$ cat src/rtl/core/frp_pkg.sv
`default_nettype none
package frp_pkg;

    // payload buffer size and derived widths
    localparam int PAYLOAD_BYTES = 64;
    localparam int OFS_W         = (PAYLOAD_BYTES > 1) ? $clog2(PAYLOAD_BYTES) : 1;
    localparam int BANKS         = 2;
    localparam int BANK_W        = 1;
    localparam int RAM_DEPTH     = BANKS * (2 ** OFS_W);
    localparam int RAM_AW        = BANK_W + OFS_W;

    // fixed field widths
    localparam int BYTE_W = 8;
    localparam int LEN_W  = 7;
    localparam int IDX_W  = 6;
    localparam int CRC_W  = 16;
    localparam int CFG_IW = 1;

    localparam logic [CRC_W-1:0]  CRC_INIT = 16'hFFFF;
    localparam logic [CRC_W-1:0]  CRC_POLY = 16'h1021;
    localparam logic [BYTE_W-1:0] SOF0_RST = 8'hAA;
    localparam logic [BYTE_W-1:0] SOF1_RST = 8'h55;

    // configuration register indexes
    localparam logic [CFG_IW-1:0] CFG_SOF_FIRST  = 1'b0;
    localparam logic [CFG_IW-1:0] CFG_SOF_SECOND = 1'b1;

    typedef enum logic [2:0] {
        PH_SOF0,
        PH_SOF1,
        PH_ID,
        PH_LENH,
        PH_LENL,
        PH_DATA,
        PH_CRCH,
        PH_CRCL
    } t_phase;

    // accepted frame descriptor
    typedef struct packed {
        logic [BYTE_W-1:0] msg_id;
        logic [LEN_W-1:0]  len;
    } t_desc;

    // payload write from the parser
    typedef struct packed {
        logic              en;
        logic [OFS_W-1:0]  ofs;
        logic [BYTE_W-1:0] data;
    } t_wr;

    // crc-16/ccitt-false over one byte, msb first
    function automatic logic [CRC_W-1:0] crc16_byte(input logic [CRC_W-1:0] crc,
                                                    input logic [BYTE_W-1:0] b);
        logic [CRC_W-1:0] c;
        c = crc ^ {b, 8'h00};
        for (int i = 0; i < 8; i++) begin
            c = c[15] ? ({c[14:0], 1'b0} ^ CRC_POLY) : {c[14:0], 1'b0};
        end
        return c;
    endfunction

endpackage
`default_nettype wire

$ cat src/rtl/core/frp_ram.sv
`default_nettype none
module frp_ram #(
    parameter int WIDTH = 8,
    parameter int DEPTH = 128
) (
    input  wire logic                     i_clk,
    input  wire logic                     i_we,
    input  wire logic [$clog2(DEPTH)-1:0] i_waddr,
    input  wire logic [WIDTH-1:0]         i_wdata,
    input  wire logic                     i_re,
    input  wire logic [$clog2(DEPTH)-1:0] i_raddr,
    output logic      [WIDTH-1:0]         o_rdata
);

    logic [WIDTH-1:0] r_mem [DEPTH];

    // one write port, one registered read port
    always_ff @(posedge i_clk) begin
        if (i_we) begin
            r_mem[i_waddr] <= i_wdata;
        end
        if (i_re) begin
            o_rdata <= r_mem[i_raddr];
        end
    end

endmodule
`default_nettype wire

$ cat src/rtl/core/frp_front.sv
`default_nettype none
module frp_front (
    input  wire logic                        i_clk,
    input  wire logic                        i_rst_n,
    input  wire logic                        i_accept,
    input  wire logic [frp_pkg::BYTE_W-1:0]  i_rx_byte,
    input  wire logic                        i_restart,
    input  wire logic                        i_cfg_we,
    input  wire logic [frp_pkg::CFG_IW-1:0]  i_cfg_index,
    input  wire logic [frp_pkg::BYTE_W-1:0]  i_cfg_data,
    output frp_pkg::t_wr                     o_wr,
    output logic                             o_push,
    output frp_pkg::t_desc                   o_desc
);
    import frp_pkg::*;

    t_phase            r_phase, n_phase;
    logic [BYTE_W-1:0] r_sof0, r_sof1;
    logic [BYTE_W-1:0] r_msg_id, n_msg_id;
    logic [BYTE_W-1:0] r_len_hi, n_len_hi;
    logic [LEN_W-1:0]  r_len, n_len;
    logic [LEN_W-1:0]  r_cnt, n_cnt;
    logic [CRC_W-1:0]  r_crc, n_crc;
    logic [BYTE_W-1:0] r_crc_hi, n_crc_hi;
    logic [CRC_W-1:0]  crc_upd;
    logic [CRC_W-1:0]  len_full;
    logic              oversize;
    logic [LEN_W-1:0]  cnt_inc;

    assign crc_upd  = crc16_byte(r_crc, i_rx_byte);
    assign len_full = {r_len_hi, i_rx_byte};
    assign oversize = len_full > CRC_W'(PAYLOAD_BYTES);
    assign cnt_inc  = r_cnt + LEN_W'(1);

    // start byte registers
    always_ff @(posedge i_clk) begin
        if (!i_rst_n) begin
            r_sof0 <= SOF0_RST;
            r_sof1 <= SOF1_RST;
        end else if (i_cfg_we) begin
            case (i_cfg_index)
                CFG_SOF_FIRST:  r_sof0 <= i_cfg_data;
                CFG_SOF_SECOND: r_sof1 <= i_cfg_data;
                default: ;
            endcase
        end
    end

    // next phase
    always_comb begin
        n_phase = r_phase;
        if (i_accept) begin
            if (i_restart) begin
                n_phase = PH_SOF0;
            end else begin
                case (r_phase)
                    PH_SOF0: if (i_rx_byte == r_sof0) n_phase = PH_SOF1;
                    PH_SOF1: n_phase = (i_rx_byte == r_sof1) ? PH_ID : PH_SOF0;
                    PH_ID:   n_phase = PH_LENH;
                    PH_LENH: n_phase = PH_LENL;
                    PH_LENL: begin
                        if (oversize) begin
                            n_phase = PH_SOF0;
                        end else if (len_full == '0) begin
                            n_phase = PH_CRCH;
                        end else begin
                            n_phase = PH_DATA;
                        end
                    end
                    PH_DATA: if (cnt_inc >= r_len) n_phase = PH_CRCH;
                    PH_CRCH: n_phase = PH_CRCL;
                    PH_CRCL: n_phase = PH_SOF0;
                    default: n_phase = PH_SOF0;
                endcase
            end
        end
    end

    // datapath and outputs
    always_comb begin
        n_msg_id = r_msg_id;
        n_len_hi = r_len_hi;
        n_len    = r_len;
        n_cnt    = r_cnt;
        n_crc    = r_crc;
        n_crc_hi = r_crc_hi;
        o_wr     = '{en: 1'b0, ofs: r_cnt[OFS_W-1:0], data: i_rx_byte};
        o_push   = 1'b0;
        o_desc   = '{msg_id: r_msg_id, len: r_len};
        if (i_accept) begin
            if (i_restart) begin
                n_cnt = '0;
                n_crc = CRC_INIT;
            end else begin
                case (r_phase)
                    PH_SOF0: ;
                    PH_SOF1: begin
                        n_cnt = '0;
                        n_crc = CRC_INIT;
                    end
                    PH_ID: begin
                        n_msg_id = i_rx_byte;
                        n_crc    = crc_upd;
                    end
                    PH_LENH: begin
                        n_len_hi = i_rx_byte;
                        n_crc    = crc_upd;
                    end
                    PH_LENL: begin
                        n_len = len_full[LEN_W-1:0];
                        n_cnt = '0;
                        n_crc = oversize ? CRC_INIT : crc_upd;
                    end
                    PH_DATA: begin
                        o_wr.en = 1'b1;
                        n_cnt   = cnt_inc;
                        n_crc   = crc_upd;
                    end
                    PH_CRCH: n_crc_hi = i_rx_byte;
                    PH_CRCL: begin
                        o_push = ({r_crc_hi, i_rx_byte} == r_crc);
                        n_cnt  = '0;
                        n_crc  = CRC_INIT;
                    end
                    default: ;
                endcase
            end
        end
    end

    // control registers
    always_ff @(posedge i_clk) begin
        if (!i_rst_n) begin
            r_phase  <= PH_SOF0;
            r_cnt    <= '0;
            r_crc    <= CRC_INIT;
        end else begin
            r_phase  <= n_phase;
            r_cnt    <= n_cnt;
            r_crc    <= n_crc;
        end
    end

    // header fields
    always_ff @(posedge i_clk) begin
        r_msg_id <= n_msg_id;
        r_len_hi <= n_len_hi;
        r_len    <= n_len;
        r_crc_hi <= n_crc_hi;
    end

endmodule
`default_nettype wire

$ cat src/rtl/core/frp_dq.sv
`default_nettype none
module frp_dq (
    input  wire logic                        i_clk,
    input  wire logic                        i_rst_n,
    input  wire logic                        i_push,
    input  wire frp_pkg::t_desc              i_desc,
    input  wire logic                        i_pop,
    output logic                             o_full,
    output logic                             o_valid,
    output frp_pkg::t_desc                   o_head,
    output logic [frp_pkg::BANK_W-1:0]       o_wr_bank,
    output logic [frp_pkg::BANK_W-1:0]       o_rd_bank
);
    import frp_pkg::*;

    t_desc             r_mem [BANKS];
    logic [BANK_W-1:0] r_wp, r_rp;
    logic [BANK_W:0]   r_cnt;

    assign o_full    = (r_cnt == (BANK_W+1)'(BANKS));
    assign o_valid   = (r_cnt != '0);
    assign o_head    = r_mem[r_rp];
    assign o_wr_bank = r_wp;
    assign o_rd_bank = r_rp;

    // pointers and occupancy; an entry owns the payload bank of the same slot
    always_ff @(posedge i_clk) begin
        if (!i_rst_n) begin
            r_wp  <= '0;
            r_rp  <= '0;
            r_cnt <= '0;
        end else begin
            if (i_push) r_wp <= r_wp + BANK_W'(1);
            if (i_pop)  r_rp <= r_rp + BANK_W'(1);
            r_cnt <= r_cnt + (BANK_W+1)'(i_push) - (BANK_W+1)'(i_pop);
        end
    end

    // descriptor slots
    always_ff @(posedge i_clk) begin
        if (i_push) begin
            r_mem[r_wp] <= i_desc;
        end
    end

`ifndef NO_ASSERTIONS
    a_no_overflow: assert property (@(posedge i_clk) disable iff (!i_rst_n)
        i_push |-> (!o_full || i_pop)) else $error("descriptor queue overflow");
    a_no_underflow: assert property (@(posedge i_clk) disable iff (!i_rst_n)
        i_pop |-> o_valid) else $error("descriptor queue underflow");
    a_cnt_range: assert property (@(posedge i_clk) disable iff (!i_rst_n)
        r_cnt <= (BANK_W+1)'(BANKS)) else $error("descriptor count out of range");
`endif

endmodule
`default_nettype wire

$ cat src/rtl/core/frp_back.sv
`default_nettype none
module frp_back (
    input  wire logic                        i_clk,
    input  wire logic                        i_rst_n,
    input  wire logic                        i_head_valid,
    input  wire frp_pkg::t_desc              i_head,
    input  wire logic [frp_pkg::BANK_W-1:0]  i_head_bank,
    output logic                             o_desc_pop,
    output logic                             o_re,
    output logic [frp_pkg::RAM_AW-1:0]       o_raddr,
    input  wire logic [frp_pkg::BYTE_W-1:0]  i_rdata,
    input  wire logic                        i_pop,
    output logic                             o_empty,
    output logic [frp_pkg::BYTE_W-1:0]       o_msg_id,
    output logic [frp_pkg::LEN_W-1:0]        o_frame_length,
    output logic [frp_pkg::BYTE_W-1:0]       o_data_byte,
    output logic [frp_pkg::IDX_W-1:0]        o_byte_index,
    output logic                             o_has_data,
    output logic                             o_last
);
    import frp_pkg::*;

    logic [IDX_W-1:0]  r_idx;
    logic              r_s1_valid;
    logic [BYTE_W-1:0] r_s1_msg_id;
    logic [LEN_W-1:0]  r_s1_len;
    logic [IDX_W-1:0]  r_s1_idx;
    logic              r_s1_has_data;
    logic              r_s1_last;
    logic              r_out_valid;
    logic              out_free, s1_move, s1_free, issue, is_last;

    // handshake between read stage and output register
    assign out_free = !r_out_valid || i_pop;
    assign s1_move  = r_s1_valid && out_free;
    assign s1_free  = !r_s1_valid || s1_move;
    assign issue    = i_head_valid && s1_free;
    assign is_last  = (i_head.len == '0) ||
                      ((LEN_W'(r_idx) + LEN_W'(1)) == i_head.len);

    assign o_desc_pop = issue && is_last;
    assign o_re       = issue;
    assign o_raddr    = {i_head_bank, r_idx[OFS_W-1:0]};
    assign o_empty    = !r_out_valid;

    // byte counter through the head frame
    always_ff @(posedge i_clk) begin
        if (!i_rst_n) begin
            r_idx <= '0;
        end else if (issue) begin
            r_idx <= is_last ? '0 : r_idx + IDX_W'(1);
        end
    end

    // read stage valid and output valid
    always_ff @(posedge i_clk) begin
        if (!i_rst_n) begin
            r_s1_valid  <= 1'b0;
            r_out_valid <= 1'b0;
        end else begin
            if (s1_free)  r_s1_valid  <= issue;
            if (out_free) r_out_valid <= r_s1_valid;
        end
    end

    // read stage word
    always_ff @(posedge i_clk) begin
        if (issue) begin
            r_s1_msg_id   <= i_head.msg_id;
            r_s1_len      <= i_head.len;
            r_s1_idx      <= r_idx;
            r_s1_has_data <= (i_head.len != '0);
            r_s1_last     <= is_last;
        end
    end

    // output word
    always_ff @(posedge i_clk) begin
        if (s1_move) begin
            o_msg_id       <= r_s1_msg_id;
            o_frame_length <= r_s1_len;
            o_data_byte    <= r_s1_has_data ? i_rdata : '0;
            o_byte_index   <= r_s1_idx;
            o_has_data     <= r_s1_has_data;
            o_last         <= r_s1_last;
        end
    end

endmodule
`default_nettype wire

$ cat src/rtl/core/crc_checked_frame_receiver.sv
// a good frame's first word, after its last crc byte, goes via the descriptor queue,
// read stage and output register, then one word per cycle while pop is held; an empty
// frame gives one word. throughput: one received byte per cycle unless full, which
// rises only while two good frames still wait to drain, as each holds a payload bank
// reset: synchronous, active low; clears control state and restores the start bytes,
// the payload buffer is not cleared and needs no clearing pass
`default_nettype none
module crc_checked_frame_receiver (
    input  wire logic                        i_clk,
    input  wire logic                        i_rst_n,
    input  wire logic                        push,
    output logic                             full,
    input  wire logic [frp_pkg::BYTE_W-1:0]  i_rx_byte,
    input  wire logic                        i_restart,
    output logic                             empty,
    input  wire logic                        pop,
    output logic [frp_pkg::BYTE_W-1:0]       o_msg_id,
    output logic [frp_pkg::LEN_W-1:0]        o_frame_length,
    output logic [frp_pkg::BYTE_W-1:0]       o_data_byte,
    output logic [frp_pkg::IDX_W-1:0]        o_byte_index,
    output logic                             o_has_data,
    output logic                             o_last,
    input  wire logic                        i_cfg_valid,
    output logic                             o_cfg_ready,
    input  wire logic [frp_pkg::CFG_IW-1:0]  i_cfg_index,
    input  wire logic [frp_pkg::BYTE_W-1:0]  i_cfg_data
);
    import frp_pkg::*;

    logic              accept;
    t_wr               wr;
    logic              desc_push, desc_pop, q_full, q_valid;
    t_desc             desc_in, head;
    logic [BANK_W-1:0] wr_bank, rd_bank;
    logic              re;
    logic [RAM_AW-1:0] raddr;
    logic [BYTE_W-1:0] rdata;

    assign o_cfg_ready = 1'b1;
    assign full        = q_full;
    assign accept      = push && !q_full;

    // parser, crc check and payload capture
    frp_front u_front (
        .i_clk       (i_clk),
        .i_rst_n     (i_rst_n),
        .i_accept    (accept),
        .i_rx_byte   (i_rx_byte),
        .i_restart   (i_restart),
        .i_cfg_we    (i_cfg_valid),
        .i_cfg_index (i_cfg_index),
        .i_cfg_data  (i_cfg_data),
        .o_wr        (wr),
        .o_push      (desc_push),
        .o_desc      (desc_in)
    );

    // good-frame queue between parser and drain
    frp_dq u_dq (
        .i_clk     (i_clk),
        .i_rst_n   (i_rst_n),
        .i_push    (desc_push),
        .i_desc    (desc_in),
        .i_pop     (desc_pop),
        .o_full    (q_full),
        .o_valid   (q_valid),
        .o_head    (head),
        .o_wr_bank (wr_bank),
        .o_rd_bank (rd_bank)
    );

    // two-bank payload buffer
    frp_ram #(
        .WIDTH (BYTE_W),
        .DEPTH (RAM_DEPTH)
    ) u_ram (
        .i_clk   (i_clk),
        .i_we    (wr.en),
        .i_waddr ({wr_bank, wr.ofs}),
        .i_wdata (wr.data),
        .i_re    (re),
        .i_raddr (raddr),
        .o_rdata (rdata)
    );

    // frame drain to the result side
    frp_back u_back (
        .i_clk          (i_clk),
        .i_rst_n        (i_rst_n),
        .i_head_valid   (q_valid),
        .i_head         (head),
        .i_head_bank    (rd_bank),
        .o_desc_pop     (desc_pop),
        .o_re           (re),
        .o_raddr        (raddr),
        .i_rdata        (rdata),
        .i_pop          (pop),
        .o_empty        (empty),
        .o_msg_id       (o_msg_id),
        .o_frame_length (o_frame_length),
        .o_data_byte    (o_data_byte),
        .o_byte_index   (o_byte_index),
        .o_has_data     (o_has_data),
        .o_last         (o_last)
    );

`ifndef NO_ASSERTIONS
    a_bank_private: assert property (@(posedge i_clk) disable iff (!i_rst_n)
        (wr.en && q_valid) |-> (wr_bank != rd_bank))
        else $error("payload write hit a bank still draining");
    a_read_has_frame: assert property (@(posedge i_clk) disable iff (!i_rst_n)
        re |-> q_valid) else $error("payload read with no frame queued");
    a_push_needs_room: assert property (@(posedge i_clk) disable iff (!i_rst_n)
        desc_push |-> !$past(q_full) || !q_full || desc_pop)
        else $error("good frame pushed with no free bank");
`endif

endmodule
`default_nettype wire
$ cat config.mk
export PLATFORM = sky130hd
export DESIGN_NAME = crc_checked_frame_receiver
export DESIGN_NICKNAME = d
export VERILOG_FILES = /design/src/rtl/core/frp_pkg.sv /design/src/rtl/core/frp_ram.sv /design/src/rtl/core/frp_front.sv /design/src/rtl/core/frp_dq.sv /design/src/rtl/core/frp_back.sv /design/src/rtl/core/crc_checked_frame_receiver.sv
export SDC_FILE = /design/constraint.sdc
export NUM_CORES = 1
export LEC_CHECK = 0
export BUFFER_PORTS_ARGS = -buffer_cell sky130_fd_sc_hd__buf_2
export CAP_MARGIN = 25
export CELL_PAD_IN_SITES_DETAIL_PLACEMENT = 2
export CELL_PAD_IN_SITES_GLOBAL_PLACEMENT = 2
export CORE_MARGIN = 2
export CORE_UTILIZATION = 30
export DETAILED_ROUTE_END_ITERATION = 6
export GPL_TIMING_DRIVEN = 0
export PLACE_DENSITY_LB_ADDON = 0.1
export SLEW_MARGIN = 10
export SYNTH_ARGS = -nofsm -noshare
export SYNTH_HDL_FRONTEND = slang
export SYNTH_SLANG_ARGS = --single-unit
$ cat constraint.sdc
create_clock -name i_clk -period 3.2 [get_ports i_clk]
set_clock_uncertainty 0.15 [all_clocks]
set_input_delay 0.32 -clock i_clk [delete_from_list [all_inputs] [get_ports i_clk]]
set_output_delay 0.32 -clock i_clk [all_outputs]
set_load 0.01 [all_outputs]
### Yosys cells after proc, flatten, opt, wreduce, memory -nomap -nowiden

Memories as Yosys holds them, arrays and structs flattened. A register that Yosys moved wholly into a read port is not among the register bits.
Index checks and enable logic that the tools add are counted.

| storage, ports and cells | value |
|---|---|
| bits in registers | 139 |
| bits in latches | 0 |
| bits in writable memories | 1054 |
| ROM bits | 0 |
| input port bits | 23 |
| output and inout bits | 34 |
| memories kept | 2 |

Memory list:

| name | words | bits a word | rd ports | clocked after Yosys merged registers in | wr ports | line | RTL |
|---|---|---|---|---|---|---|---|
| u_ram.r_mem | 128 | 8 | 1 | 1 | 1 | frp_ram.sv:15 | `logic [WIDTH-1:0] r_mem [DEPTH];` |
| u_dq.r_mem | 2 | 15 | 1 | 1 | 1 | frp_dq.sv:16 | `t_desc r_mem [BANKS];` |

| operators by class | value |
|---|---|
| $add $sub $neg | 7 |
| multiply operators | 0 |
| divide/modulo/power cells | 0 |
| magnitude comparators | 2 |
| eq/ne operators | 14 |
| shifts and indexed selects | 0 |
| mux-type cells | 33 |
| bitwise logic cells | 11 |
| reductions and logical operators | 29 |

Operator list:

| cell | number |
|---|---|
| two-way mux 13 bit | 8 |
| one-hot mux 16 bit (3 select lines) | 1 |
| two-way mux 16 bit | 2 |
| NOT 3 bit | 8 |
| one-hot mux 3 bit (8 select lines) | 1 |
| == test 16 bit | 1 |
| == test 8 bit | 2 |
| greater-than comparator 16 x 7 -> 1 bit (second input constant) | 1 |
| zero test 16 bit | 1 |
| XOR 16 bit | 1 |
| AND reduction 3 bit | 5 |
| one-hot mux 7 bit (2 select lines) | 1 |
| == test 3 bit (second input constant) | 4 |
| two-way mux 1 bit | 12 |
| two-way mux 3 bit | 4 |
| AND reduction 2 bit | 4 |
| adder 6 x 1 -> 7 bit (second input constant) | 1 |
| adder 7 x 1 -> 7 bit (second input constant) | 1 |
| == test 7 bit | 1 |
| >= comparator 7 bit | 1 |
| zero test 7 bit | 1 |
| two-way mux 7 bit | 1 |
| nonzero test 7 bit | 1 |
| adder 6 x 1 -> 6 bit (second input constant) | 1 |
| other kinds (19) | 32 |

### Longest topological paths before layout

| logic depth | value |
|---|---|
| depth in word-level cells | 20 |
| depth in mapped cells | 13 |
| mapped depth without buffers | 12 |

### Modules after synthesis

A second synthesis with hierarchy kept.

| unflattened totals | value |
|---|---|
| cell total of the unflattened synthesis | 2222 |
| area total of the unflattened synthesis | 47131.5 µm² |

Modules (own cells, without submodules):

| module | times used | cells each | area each (µm²) |
|---|---|---|---|
| frp_ram | 1 | 1635 | 39745.6 |
| frp_front | 1 | 373 | 3688.5 |
| frp_back | 1 | 143 | 2306.0 |
| frp_dq | 1 | 68 | 1366.3 |
| crc_checked_frame_receiver | 1 | 3 | 25.0 |

### Worst setup path after synthesis

Ideal clock, no wire load.

| path | value |
|---|---|
| kind | flip-flop to flip-flop |
| start point | reg u_front.r_phase[1] |
| end point | mem u_dq.r_mem[0][0] (netlist name) (enable) |
| arrival | 2392 ps |
| required time | 2664 ps |
| slack | 272 ps |
| cell stages (with the launch flop) | 7 |
| period minus slack after synthesis | 2928 ps |
| cells stage by stage | dfxtp_1 > clkbuf_1 > inv_1 > or3_1 > or4_1 > clkbuf_1 > nor2_1 |

| between the ends | value |
|---|---|
| cells in the longest elaborated chain, start to end | 6 |

RTL lines:

| what | line | RTL |
|---|---|---|
| from (decl) | frp_front.sv:17 | `t_phase r_phase, n_phase;` |
| from (signal assigned) | frp_front.sv:138 | `r_phase <= n_phase;` |
| == test 3 bit | frp_front.sv:95 | `case (r_phase)` |
| two-way mux 1 bit | frp_front.sv:95 |  |
| two-way mux 1 bit | frp_front.sv:91 | `if (i_restart) begin` |
| two-way mux 1 bit | frp_front.sv:90 | `if (i_accept) begin` |
| two-way mux 1 bit | frp_dq.sv:41 | `if (i_push) begin` |
| two-way mux 1 bit (not written as such) | frp_dq.sv:42 | `r_mem[r_wp] <= i_desc;` |
| to (decl) | frp_dq.sv:16 |  |

No other way between the ends.

### Worst setup path in the final report

| path | value |
|---|---|
| start point | reg u_front.r_cnt[4] |
| end point | mem u_ram.r_mem[184][4] (netlist: u_ram.r_mem[92][4]) (enable) |

RTL lines:

| what | line | RTL |
|---|---|---|
| from (decl) | frp_front.sv:22 | `logic [LEN_W-1:0] r_cnt, n_cnt;` |
| from (signal assigned) | frp_front.sv:139 | `r_cnt <= n_cnt;` |
| to (decl) | frp_ram.sv:15 |  |

Straight into the memory's write port.

==> results.json <==
{
  "post-route-period-util_pct": 101,
  "period_needed_ns": 3.23,
  "gp_congestion": 0.900,
  "synth-edff-count": 1147,
  "synth_seq_cells": 1202,
  "grt_max_degree": 93,
  "startpoint": "u_front.r_cnt[4]",
  "drt_iter0_drc": 1962,
  "start_kind": "flip-flop",
  "slew_headroom_pct": 31.0,
  "switching_share_pct": 20.8,
  "critPathSlowestCell": "nand3_2",
  "final_hold_viol_count": 0,
  "placed_area_sq_um": 50800,
  "min-delay-start": "i_rx_byte[3]",
  "finalSetupViolations": 16,
  "cts_tree": "done",
  "layout.nets": 2833,
  "core-area_sq_um": 157000,
  "end_kind": "flip-flop",
  "yosysSeqAreaShare_pct": 75.0,
  "synth_cells": 2514,
  "fin_ws_ns": -0.0259,
  "die_x_um": 401,
  "synth.avg_cell_area_sq_um": 18.9,
  "drc": 0,
  "io_pins": 57,
  "regMostFlops": "u_ram.r_mem",
  "fin_cells": 4968,
  "fp-row-count": 145,
  "antenna_cells": 0,
  "ys_warn_count": 0,
  "grt_use_total_pct": 18.7,
  "drv_cap": 0,
  "clock-sinks": 1202,
  "fp.dieH_um": 401,
  "wl_per_cell_um": 30.5,
  "antenna_found_initial": 5,
  "crit_family": "simple AND/OR/NAND/NOR gates",
  "p_sw_mw": 6.92,
  "p_per_area_nw_per_um2": 569,
  "tritoncts.num_buffers": 139,
  "ff_latch_area_sq_um": 35600,
  "largest_reg_flops": 1024,
  "power.clock.fraction_pct": 46.3,
  "synthTopCellsByArea": "edfxtp_1, mux4_2, dfxtp_1, mux2_2, mux2i_1",
  "ant_nets": 0,
  "drive_gt1_share_pct": 33.5,
  "start_util_pct": 30.3,
  "fillers": 14949,
  "clk_pin_slew_ns": 0.06,
  "dr.pass1.iters": 5,
  "rsz0062_at_grt": "yes",
  "avgViaCountPerCell": 5.00,
  "clock.fmax_mhz": 310,
  "cts.root.buffer_cell": "clkbuf_16",
  "r2r_start": "u_front.r_cnt[4]",
  "dp.cells": 4658,
  "insertion_delay_ns": 0.77,
  "path_cells": "clkbuf_1 -> nor2b_1 -> nand3_2 -> nor2_2",
  "seqPwrFrac_pct": 51.9,
  "hpwlAfterDp_mm": 99.6,
  "power_leakage_nw": 17.5,
  "grt_overflow_total": 0,
  "vias": 24824,
  "grt_pass1_vias": 27214,
  "grt_pass1_wl_mm": 213,
  "power_frac_comb_pct": 1.8,
  "cts_buffer_depth": 3,
  "netlist_area_sq_um": 47400,
  "htreeDepth": 4,
  "syn_nets": 2548,
  "worst-path-buf-inv": 1,
  "io_buffers": 55,
  "max-vdd-ir-drop_uv": 584,
  "detailedPlace.worstSlack_ns": -1.53,
  "ys_types": 62,
  "top_regs": "u_ram.r_mem (1024), u_dq.r_mem (30), u_front.r_crc (16)",
  "area_growth_pct": 23.0,
  "synth_ff_type": "edfxtp_1",
  "multi_input_area_sq_um": 12800,
  "status": "finished, violations left",
  "synth_top_area_share_pct": 72.7,
  "max_stage_delay_ns": 0.72,
  "dieArea_sq_um": 161000,
  "worst_slew_pin_slew_ns": 1.03,
  "worstPathRequired_ns": 3.46,
  "crit_type": "flip-flop to flip-flop",
  "critPathMaxFanout": 10,
  "finalWirelength_mm": 151,
  "final_cell_area_sq_um": 58300,
  "holdCritPathClass": "input port to flip-flop",
  "p_int_mw": 26.3,
  "report.final.slew_viol_count": 0,
  "worst_ep_arrival_time_ns": 3.48,
  "async_flop_share_pct": 0,
  "synth_area_leader_cell": "edfxtp_1",
  "violations": "setup timing"
}
final cells by class:
cell class,instances,share of cell area (%)
Tap cell,2058,4.42
Inverter,40,0.258
Clock buffer,178,6.40
Clock inverter,74,1.03
Sequential cell,1202,61.0
Buffer,135,1.92
Timing Repair Buffer,152,2.98
Multi-Input combinational cell,1129,22.0
metal layers:
metal	track usage, %	share of wire [%]
met1	25.5	45
met2	31.4	50
met3	2.56	3.1
met4	4.84	2.1
met5	0	0.0086
cell usage in the layout, fill, tap and decap left out, drive strengths merged, types with 45 or more instances in the layout:
cell type and count:
mux2i 71, clkbuf 238, buf 192, nor2 164
edfxtp 1147, mux4 208, nand2 106, mux2 75
clkinv 59, a211oi 45, a2111oi 47, dfxtp 55
worst register-to-register path, stage by stage, from the launching register on:
cell	delay, ns
dfxtp_1	0.35
clkbuf_1	0.42
nor2b_1	0.57
nand3_2	0.72
nor2_2	0.65
worst paths after layout:
| kind | endpoint | slack, ns | cells after the start |
|---|---|---|---|
| worst max-delay path | u_ram.r_mem[92][4] | -0.03 | 4 |
| worst min-delay path | u_ram.r_mem[21][3] | 0.07 | 3 |
| worst max register to register | u_ram.r_mem[92][4] | -0.03 | 4 |
| worst min register to register | u_back.o_msg_id[7] | 0.27 | 0 |
timing repair:
item                                    in CTS  in global routing
endpoints found under the hold margin      446                  0
hold buffers                                49                  0
gates cloned                                 0                  1
buffers inserted                             3                 10
pin swaps                                    8                 12
endpoints found under the setup margin    1037                709
gates resized for setup                    480                110
through the flow:
step	utilization, %	TNS, ns	hold WS, ns	power, mW
2_1_floorplan	-	0	0.250	17.7
6_report	37.2	-0.265	0.0712	33.2
3_3_place_gp	32.1	-866.84	0.253	18.0
3_5_place_dp	32.4	-644.13	0.260	18.0
5_1_grt	37.2	-15.57	0.0600	34.1
4_1_cts	36.8	-22.74	0.0426	33.6
power groups by stage:
stage	Clock, mW	Combinational [mW]	Sequential [mW]
floorplan	0	0.116	17.5
CTS	15.8	0.629	17.2
global placement	0	0.436	17.6
global route	16.3	0.662	17.2
detailed placement	0	0.506	17.5
finish	15.4	0.612	17.2
synthesized netlist by cell type, drive strengths merged, types with 3 or more instances:
| master | count |
|---|---|
| a22o | 16 |
| edfxtp | 1147 |
| nand3 | 36 |
| nor3 | 11 |
| a31oi | 10 |
| nand2 | 106 |
| dfxtp | 55 |
| nor3b | 3 |
| a31o | 3 |
| o2111ai | 9 |
| or4 | 5 |
| nand2b | 7 |
| a2111oi | 47 |
| o22ai | 33 |
| nor2 | 164 |
| a22oi | 19 |
| mux2 | 75 |
| ha | 11 |
| or2 | 3 |
| xnor2 | 34 |
| nor4 | 10 |
| mux2i | 71 |
| mux4 | 208 |
| inv | 39 |
| and2 | 16 |
| o21ai | 44 |
| nand4 | 4 |
| a211oi | 45 |
| o21a | 4 |
| a21oi | 23 |
| buf | 75 |
| or3 | 7 |
| and3 | 5 |
| xor2 | 40 |
| clkbuf | 68 |
| nor2b | 41 |
cells by family after synthesis:
| logic type | after synthesis | share of synthesized area [%] |
|---|---|---|
| and+or+nand+nor | 422 | 4.13 |
| other | 1 | 0.00791 |
| AOI/OAI and AO/OA | 267 | 4.17 |
| muxes | 354 | 13.2 |
| DFF | 1202 | 75.0 |
| xor gates and xnor gates | 74 | 1.37 |
| buffers and inverters | 183 | 1.87 |
| adders and majority gates | 11 | 0.290 |
Power figures use the tool's default switching activity.
